`src/hw/rtl/qsse_pkg.sv`:
```
// ----------------------------------------------------------------------------
// qsse_pkg
// Shared constants of the quicksort stack engine.
// ----------------------------------------------------------------------------
package qsse_pkg;

  localparam int unsigned TALLY_WIDTH = 16;
  localparam logic [TALLY_WIDTH-1:0] TALLY_MAX = '1;

  // Pending ranges the explicit stack can hold; a push onto a full stack is dropped.
  localparam int unsigned STACK_DEPTH = 16;

endpackage

```
`src/hw/rtl/qsse_ram.sv`:
```
// ----------------------------------------------------------------------------
// qsse_ram
// Generic single-port-write, single-port-read RAM with registered read data.
// ----------------------------------------------------------------------------
module qsse_ram #(
  parameter int WIDTH = 16,
  parameter int DEPTH = 32
) (
  input  logic                     clk,
  input  logic                     we,
  input  logic [$clog2(DEPTH)-1:0] waddr,
  input  logic [WIDTH-1:0]         wdata,
  input  logic [$clog2(DEPTH)-1:0] raddr,
  output logic [WIDTH-1:0]         rdata
);

  logic [WIDTH-1:0] mem [DEPTH];

  always_ff @(posedge clk) begin
    if (we) begin
      mem[waddr] <= wdata;
    end
    rdata <= mem[raddr];
  end

endmodule

```
`src/hw/rtl/quicksort_stack_engine.sv`:
```
// ----------------------------------------------------------------------------
// quicksort_stack_engine
// Loads a set of signed values, sorts them with an iterative quicksort
// (first-element pivot, two scans, explicit range stack) and streams them out.
// ----------------------------------------------------------------------------
//   channel  direction  tdata fields (low bit up)                  tuser/tlast
//   s_axis   in         item_value                                 tlast=is_last
//   m_axis   out        sorted_value, move_count, compare_count    tlast=last_out
//
// Loading takes one cycle per transfer. Each range is popped, its stack entry
// read and its pivot read; each scan step moves the index, then checks the
// value (unless it ran off the range end); each pass ends in a decision state,
// each swap writes both elements in turn, and a closing swap is followed by
// the two pushes. Each sorted value is read from RAM, registered and held until
// transferred before the next is read. Reset is synchronous and clears state,
// load count, stack pointer, tallies and tvalid but not RAM contents. No input
// is taken from the last transfer of a set until its final result is sent.
module quicksort_stack_engine #(
  parameter int MAX_ELEMENTS = 32,
  parameter int VALUE_WIDTH  = 16
) (
  input  logic                                  clk,
  input  logic                                  rst,
  input  logic                                  s_axis_tvalid,
  output logic                                  s_axis_tready,
  input  logic [((VALUE_WIDTH + 7) / 8) * 8-1:0] s_axis_tdata,   // item_value
  input  logic                                  s_axis_tlast,   // is_last
  output logic                                  m_axis_tvalid,
  input  logic                                  m_axis_tready,
  // sorted_value, move_count, compare_count
  output logic [((VALUE_WIDTH + 2 * qsse_pkg::TALLY_WIDTH + 7) / 8) * 8-1:0] m_axis_tdata,
  output logic                                  m_axis_tlast    // last_out
);

  localparam int TW      = qsse_pkg::TALLY_WIDTH;
  localparam int DW_OUT  = ((VALUE_WIDTH + 2 * TW + 7) / 8) * 8;
  localparam int AW      = $clog2(MAX_ELEMENTS);
  localparam int CW      = $clog2(MAX_ELEMENTS + 1);
  localparam int IW      = AW + 2;                // signed index, room for -1 and N
  localparam int SDEPTH  = qsse_pkg::STACK_DEPTH;
  localparam int SAW     = $clog2(SDEPTH);
  localparam int SPW     = $clog2(SDEPTH + 1);

  localparam logic signed [IW-1:0] ONE_I    = IW'(1);
  localparam logic [AW-1:0]        LAST_IDX = AW'(MAX_ELEMENTS - 1);

  localparam logic [3:0] ST_LOAD   = 4'd0;
  localparam logic [3:0] ST_POP    = 4'd1;
  localparam logic [3:0] ST_STKRD  = 4'd2;
  localparam logic [3:0] ST_PIV    = 4'd3;
  localparam logic [3:0] ST_LOSTEP = 4'd4;
  localparam logic [3:0] ST_LOCHK  = 4'd5;
  localparam logic [3:0] ST_HISTEP = 4'd6;
  localparam logic [3:0] ST_HICHK  = 4'd7;
  localparam logic [3:0] ST_DECIDE = 4'd8;
  localparam logic [3:0] ST_SW1    = 4'd9;
  localparam logic [3:0] ST_SW2    = 4'd10;
  localparam logic [3:0] ST_PSH1   = 4'd11;
  localparam logic [3:0] ST_PSH2   = 4'd12;
  localparam logic [3:0] ST_ORD    = 4'd13;
  localparam logic [3:0] ST_OUT    = 4'd14;
  localparam logic [3:0] ST_WAIT   = 4'd15;

  logic [3:0]             state;
  logic [CW-1:0]          load_count;
  logic [SPW-1:0]         sp;
  logic [TW-1:0]          swaps, compares;
  logic signed [IW-1:0]   left, right, lo, hi;
  logic [VALUE_WIDTH-1:0] piv, lo_val, hi_val;
  logic                   close_swap;
  logic [AW-1:0]          out_idx;

  // Element RAM.
  logic                   e_we;
  logic [AW-1:0]          e_waddr, e_raddr;
  logic [VALUE_WIDTH-1:0] e_wdata, e_rdata;

  qsse_ram #(.WIDTH(VALUE_WIDTH), .DEPTH(MAX_ELEMENTS)) u_elem (
    .clk(clk), .we(e_we), .waddr(e_waddr), .wdata(e_wdata),
    .raddr(e_raddr), .rdata(e_rdata)
  );

  // Range stack RAM: {start, end}.
  logic            s_we;
  logic [SAW-1:0]  s_waddr, s_raddr;
  logic [2*AW-1:0] s_wdata, s_rdata;

  qsse_ram #(.WIDTH(2 * AW), .DEPTH(SDEPTH)) u_stack (
    .clk(clk), .we(s_we), .waddr(s_waddr), .wdata(s_wdata),
    .raddr(s_raddr), .rdata(s_rdata)
  );

  logic signed [IW-1:0] lo_inc, hi_dec, hi_inc;
  logic                 s_fire, m_fire, stack_room;
  logic [TW-1:0]        cmp_inc;

  assign s_fire     = s_axis_tvalid && s_axis_tready;
  assign m_fire     = m_axis_tvalid && m_axis_tready;
  assign s_axis_tready = (state == ST_LOAD);
  assign lo_inc     = lo + ONE_I;
  assign hi_dec     = hi - ONE_I;
  assign hi_inc     = hi + ONE_I;
  assign stack_room = (sp < SPW'(SDEPTH));
  assign cmp_inc    = (compares == qsse_pkg::TALLY_MAX) ? compares : compares + TW'(1);

  always_comb begin
    e_we    = 1'b0;
    e_waddr = lo[AW-1:0];
    e_wdata = hi_val;
    e_raddr = lo_inc[AW-1:0];
    s_we    = 1'b0;
    s_waddr = sp[SAW-1:0];
    s_wdata = {left[AW-1:0], hi_dec[AW-1:0]};
    s_raddr = SAW'(sp - SPW'(1));
    unique case (state)
      ST_LOAD: begin
        e_we    = s_fire && (load_count < CW'(MAX_ELEMENTS));
        e_waddr = load_count[AW-1:0];
        e_wdata = s_axis_tdata[VALUE_WIDTH-1:0];
        s_we    = s_fire && s_axis_tlast && (load_count >= CW'(1));
        s_waddr = '0;
        s_wdata = {{AW{1'b0}}, e_we ? load_count[AW-1:0] : LAST_IDX};
      end
      // The pivot read is addressed straight from the popped stack entry.
      ST_STKRD:  e_raddr = s_rdata[2*AW-1:AW];
      ST_LOSTEP: e_raddr = lo_inc[AW-1:0];
      ST_HISTEP: e_raddr = hi_dec[AW-1:0];
      ST_SW1: begin
        e_we    = 1'b1;
        e_waddr = close_swap ? left[AW-1:0] : lo[AW-1:0];
        e_wdata = hi_val;
      end
      ST_SW2: begin
        e_we    = 1'b1;
        e_waddr = hi[AW-1:0];
        e_wdata = close_swap ? piv : lo_val;
      end
      ST_PSH1: s_we = (hi_dec > left) && stack_room;
      ST_PSH2: begin
        s_we    = (hi_inc < right) && stack_room;
        s_wdata = {hi_inc[AW-1:0], right[AW-1:0]};
      end
      ST_ORD: e_raddr = out_idx;
      default: ;
    endcase
  end

  // Compare values signed.
  logic lo_lt, hi_gt;
  assign lo_lt = $signed(e_rdata) < $signed(piv);
  assign hi_gt = $signed(e_rdata) > $signed(piv);

  logic [TW-1:0] swaps_inc;
  assign swaps_inc = (swaps == qsse_pkg::TALLY_MAX) ? swaps : swaps + TW'(1);

  always_ff @(posedge clk) begin
    if (rst) begin
      state         <= ST_LOAD;
      load_count    <= '0;
      sp            <= '0;
      swaps         <= '0;
      compares      <= '0;
      m_axis_tvalid <= 1'b0;
    end else begin
      unique case (state)
        ST_LOAD: begin
          if (s_fire) begin
            if (load_count < CW'(MAX_ELEMENTS)) begin
              load_count <= load_count + CW'(1);
            end
            if (s_axis_tlast) begin
              swaps    <= '0;
              compares <= '0;
              out_idx  <= '0;
              // A set of one value skips the sort.
              if (load_count >= CW'(1)) begin
                sp    <= SPW'(1);
                state <= ST_POP;
              end else begin
                sp    <= '0;
                state <= ST_ORD;
              end
            end
          end
        end
        ST_POP: begin
          if (sp == '0) begin
            state <= ST_ORD;
          end else begin
            sp    <= sp - SPW'(1);
            state <= ST_STKRD;
          end
        end
        ST_STKRD: begin
          left  <= $signed({2'b00, s_rdata[2*AW-1:AW]});
          right <= $signed({2'b00, s_rdata[AW-1:0]});
          lo    <= $signed({2'b00, s_rdata[2*AW-1:AW]});
          hi    <= $signed({2'b00, s_rdata[AW-1:0]}) + ONE_I;
          state <= ST_PIV;
        end
        ST_PIV: begin
          piv   <= e_rdata;
          state <= ST_LOSTEP;
        end
        ST_LOSTEP: begin
          lo       <= lo_inc;
          compares <= cmp_inc;
          state    <= (lo_inc <= right) ? ST_LOCHK : ST_HISTEP;
        end
        ST_LOCHK: begin
          if (lo_lt) begin
            state <= ST_LOSTEP;
          end else begin
            lo_val <= e_rdata;
            state  <= ST_HISTEP;
          end
        end
        ST_HISTEP: begin
          hi       <= hi_dec;
          compares <= cmp_inc;
          state    <= (hi_dec >= left) ? ST_HICHK : ST_DECIDE;
        end
        ST_HICHK: begin
          if (hi_gt) begin
            state <= ST_HISTEP;
          end else begin
            hi_val <= e_rdata;
            state  <= ST_DECIDE;
          end
        end
        ST_DECIDE: begin
          // Crossed scans end the pass with the pivot swap into hi.
          close_swap <= !(lo < hi);
          state      <= ST_SW1;
        end
        ST_SW1: begin
          swaps <= swaps_inc;
          state <= ST_SW2;
        end
        ST_SW2: state <= close_swap ? ST_PSH1 : ST_LOSTEP;
        ST_PSH1: begin
          if (s_we) begin
            sp <= sp + SPW'(1);
          end
          state <= ST_PSH2;
        end
        ST_PSH2: begin
          if (s_we) begin
            sp <= sp + SPW'(1);
          end
          state <= ST_POP;
        end
        ST_ORD: state <= ST_OUT;
        ST_OUT: begin
          m_axis_tvalid <= 1'b1;
          m_axis_tdata  <= DW_OUT'({compares, swaps, e_rdata});
          m_axis_tlast  <= (CW'(out_idx) == load_count - CW'(1));
          state         <= ST_WAIT;
        end
        ST_WAIT: begin
          if (m_fire) begin
            m_axis_tvalid <= 1'b0;
            if (m_axis_tlast) begin
              load_count <= '0;
              state      <= ST_LOAD;
            end else begin
              out_idx <= out_idx + AW'(1);
              state   <= ST_ORD;
            end
          end
        end
      endcase
    end
  end

endmodule

```
`config.mk`:
```
export PLATFORM = sky130hd
export DESIGN_NAME = quicksort_stack_engine
export DESIGN_NICKNAME = d
export VERILOG_FILES = /design/src/hw/rtl/qsse_pkg.sv /design/src/hw/rtl/qsse_ram.sv /design/src/hw/rtl/quicksort_stack_engine.sv
export SDC_FILE = /design/constraint.sdc
export NUM_CORES = 1
export LEC_CHECK = 0
export ABC_AREA = 0
export BUFFER_PORTS_ARGS = -buffer_cell sky130_fd_sc_hd__clkbuf_2
export CAP_MARGIN = 15
export CELL_PAD_IN_SITES_DETAIL_PLACEMENT = 1
export CELL_PAD_IN_SITES_GLOBAL_PLACEMENT = 1
export CORE_UTILIZATION = 48
export DETAILED_ROUTE_END_ITERATION = 7
export GPL_TIMING_DRIVEN = 0
export HOLD_SLACK_MARGIN = 0.03
export PLACE_DENSITY = 0.86
export SYNTH_ARGS = -nofsm -noshare
export SYNTH_HDL_FRONTEND = slang
export SYNTH_SLANG_ARGS = --single-unit
```
`constraint.sdc`:
```
create_clock -name clk -period 5.4 [get_ports clk]
set_clock_uncertainty 0.05 [all_clocks]
set_input_delay 0.27 -clock clk [delete_from_list [all_inputs] [get_ports clk]]
set_output_delay 0.27 -clock clk [all_outputs]
set_load 0.01 [all_outputs]
```
==> impl_metrics.toml <==
[die]
die_area_um2 = 78270
die_x_um = 279.8
die_y_um = 279.8
core.rowCount = 101
ios = 72
core_um2 = 76200
initial_utilization_pct = 48.60

[sta]
hold_ws_ps = 56.50
setup_viol = 0
period_needed_ps = 5098
setup_tns_ps = 0
timing.fmax_mhz = 196.2
grt_setup_unrepaired = "no"
max_slew.worst_pin.slew_ps = 1293
slew_headroom_pct = 13.00
period_share_pct = 94.40
drv_slew = 0
hold_violations = 0

[logic_synthesis]
synthTopCellsByCount = "edfxtp_1, nand2_1, nor2_1"
yosys.area.top_type = "edfxtp_1"
synth_edf_count = 799
synth.distinct_cells = 83
yosys_warnings = 0
avgSynthCellArea_um2 = 14.39
syn_nets = 2642
syn_area_um2 = 37040
synth_cells = 2573
synthMostInstantiatedCell = "edfxtp_1"
ys.flop_type = "edfxtp_1"
synth_area_leaders = "edfxtp_1, dfxtp_1, mux4_2"
synth_top_area_share_pct = 64.78
async_flop_share_pct = 0
ys_ff_latch = 873
synth_seq_area_share_pct = 68.78

[placement]
hpwl_um = 77170
routabilityCongestion = 0.9338
place_area_um2 = 39100
numPortBuffers = 71

[min_path]
hp-class = "in2reg"
hp-start = "m_axis_tready"

[critical_path]
cp_cell_sequence = "buf_2 > inv_1 > ha_1 > nor3b_2 > xnor2_1 > ha_1 > and3_1 > and3_1 > a21oi_1 > o21a_1 > o211ai_1 > or3_1 > nor3_2"
cpLargestDelayFamily = "simple AND/OR/NAND/NOR gates"
start_kind = "register"
cp-startpoint = "hi[0]"
cp-end-kind = "register"
r2r_start = "hi[0]"
cp-endpoint = "u_stack.mem[8][7]"
r2r_end = "u_stack.mem[8][7]"
rr_worst_depth = 13
worst-path-stages = 13
arrival_ps = 5330
path_buf_inv = 2
cp.required_ps = 5630
cpPeakStageDelay_ps = 910
worstPathMaxFanout = 10
cpMaxStageDelayCell = "nor3_2"
path_class = "reg2reg"
r2r_slack_ps = 300

[final_layout]
postLayoutCellArea_um2 = 41990
diodes = 0
fin_nets = 2839
drive_gt1_share_pct = 16.27
synthToLayoutAreaGrowth_pct = 13.38

[global_route]
gr-total-overflow = 0
met2_usage_pct = 49.07
grtUsageMet3_pct = 4.962
top_usage_layer = "met2"
grt_usage_pct = 29.27
global_route.usage.met1_pct = 38.17
grt_pass1_vias = 25630
grt_max_degree = 33
grt_first_pass_wirelength_um = 168500
grt_antenna_before_repair = 4

[route]
routed_wl_um = 114600
ant_nets = 0
viasPerCell = 6.314
drt_iter0_markers = 3021
wl_per_cell_um = 29.55
first_pass_iters = 6
vias = 24470
remaining_drc_errors = 0

[clock_tree]
clockBufferDepth = 3
path_clk_slew_ps = 60
cts_tree = "yes"
clk_latency_ps = 680
clock_sinks = 873
cts_root_buf = "clkbuf_16"
h-tree-depth = 3
numCtsBuffers = 89
post_cts_buffers = 0

[power]
powerDensity_nw_per_um2 = 581.7
p_switching_w = 0.009474
cellLeakagePower_nw = 14.43
peakVddDrop_uv = 295.1
p_int_w = 0.01495
comb_power_share_pct = 37.3
p_sw_share_pct = 38.79
clock_power_share_pct = 24.5
power.share.sequential_pct = 38.3

[outcome]
outcome = "finished, final reports clean"

[job]
maxCapViolCount = 0
per-stage QoR:
stage               setup WS [ps]  power, W  util, %  std cells
detailed placement          323.6   0.01813    51.31       3701
finish                      302.1   0.02443    55.11       3876
global route                99.37   0.02503    55.11       3876
global placement            50.18   0.01751    50.77       3674
floorplan                    1389   0.01443        -       2573
CTS                         202.7   0.02410    54.99       3869
layout by cell type (no fill, tap or decap), drive strengths merged, types with 34 or more instances in the layout:
cell type,count
mux2i,96
nor4,53
dfxtp,74
o211ai,61
edfxtp,799
ha,48
nand2,208
nand4,75
a221o,41
mux4,52
and3,39
nand3,101
nor2,132
a31oi,34
o21ai,66
a21oi,82
clkinv,51
inv,109
buf,114
clkbuf,262
power by group through the flow:
stage,sequential [W],combinational (W),clock (W)
after floorplan,0.00928,0.00515,0
after global placement,0.00946,0.00805,0
after detailed placement,0.00947,0.00865,0
after CTS,0.00934,0.00876,0.00600
after global routing,0.00937,0.00945,0.00621
final,0.00935,0.00910,0.00597
logic make-up (layout without fill, tap and decap cells):
logic type      after synthesis  in the layout  synth area share (%)
compound gates              421            421                 8.054
xor+xnor                     62             62                 1.466
fa+ha+maj                    48             48                 1.622
buf+inv                     271            544                 3.314
flops                       873            873                 68.78
mux                         180            180                 6.730
simple gates                718            718                 10.03
cell type report:
type / instances / area [µm²]
Buffer: 165 / 829.5
Clock buffer: 106 / 2344
Tap cell: 1030 / 1289
Multi-Input combinational cell: 1429 / 10460
Inverter: 106 / 397.9
Fill cell: 7384 / 34210
Clock inverter: 61 / 444.2
Timing Repair Buffer: 106 / 757.0
Sequential cell: 873 / 25470
layer usage:
metal,vias up,routed length [µm]
met4,4,4616
met2,1250,56110
met5,-,26
li1,10350,-
met1,12570,44910
met3,296,8889
state kept, by name, indices dropped and copies added (netlist names), 4 cells and up:
signal	count
state	4
m_axis_tdata	48
swaps	16
right	5
sp	5
left	5
hi_val	16
u_stack.rdata	10
lo	7
u_elem.mem	512
load_count	6
piv	16
hi	7
out_idx	5
u_elem.rdata	16
u_stack.mem	160
compares	16
lo_val	16
worst min-delay path: cells and delay by family:
kind	cells	cell delay, ps
compound gates	1	90
buf+inv	1	120
simple gates	3	240
worst min path at each step:
stage | to | slack (ps) | cells past startpoint
2_1_floorplan | sp[3] | 330 | 1
6_report | m_axis_tvalid | 60 | 5
3_3_place_gp | m_axis_tdata[24] | 400 | 0
3_5_place_dp | m_axis_tdata[24] | 410 | 0
4_1_cts | m_axis_tvalid | 30 | 5
5_1_grt | m_axis_tvalid | 80 | 5
repair_timing:
action / 4_1_cts / 5_1_grt
endpoints found under the hold margin: 2 / 0
resized for setup: 0 / 0
hold buffers: 1 / 0
(Power assumes the default switching activity.)
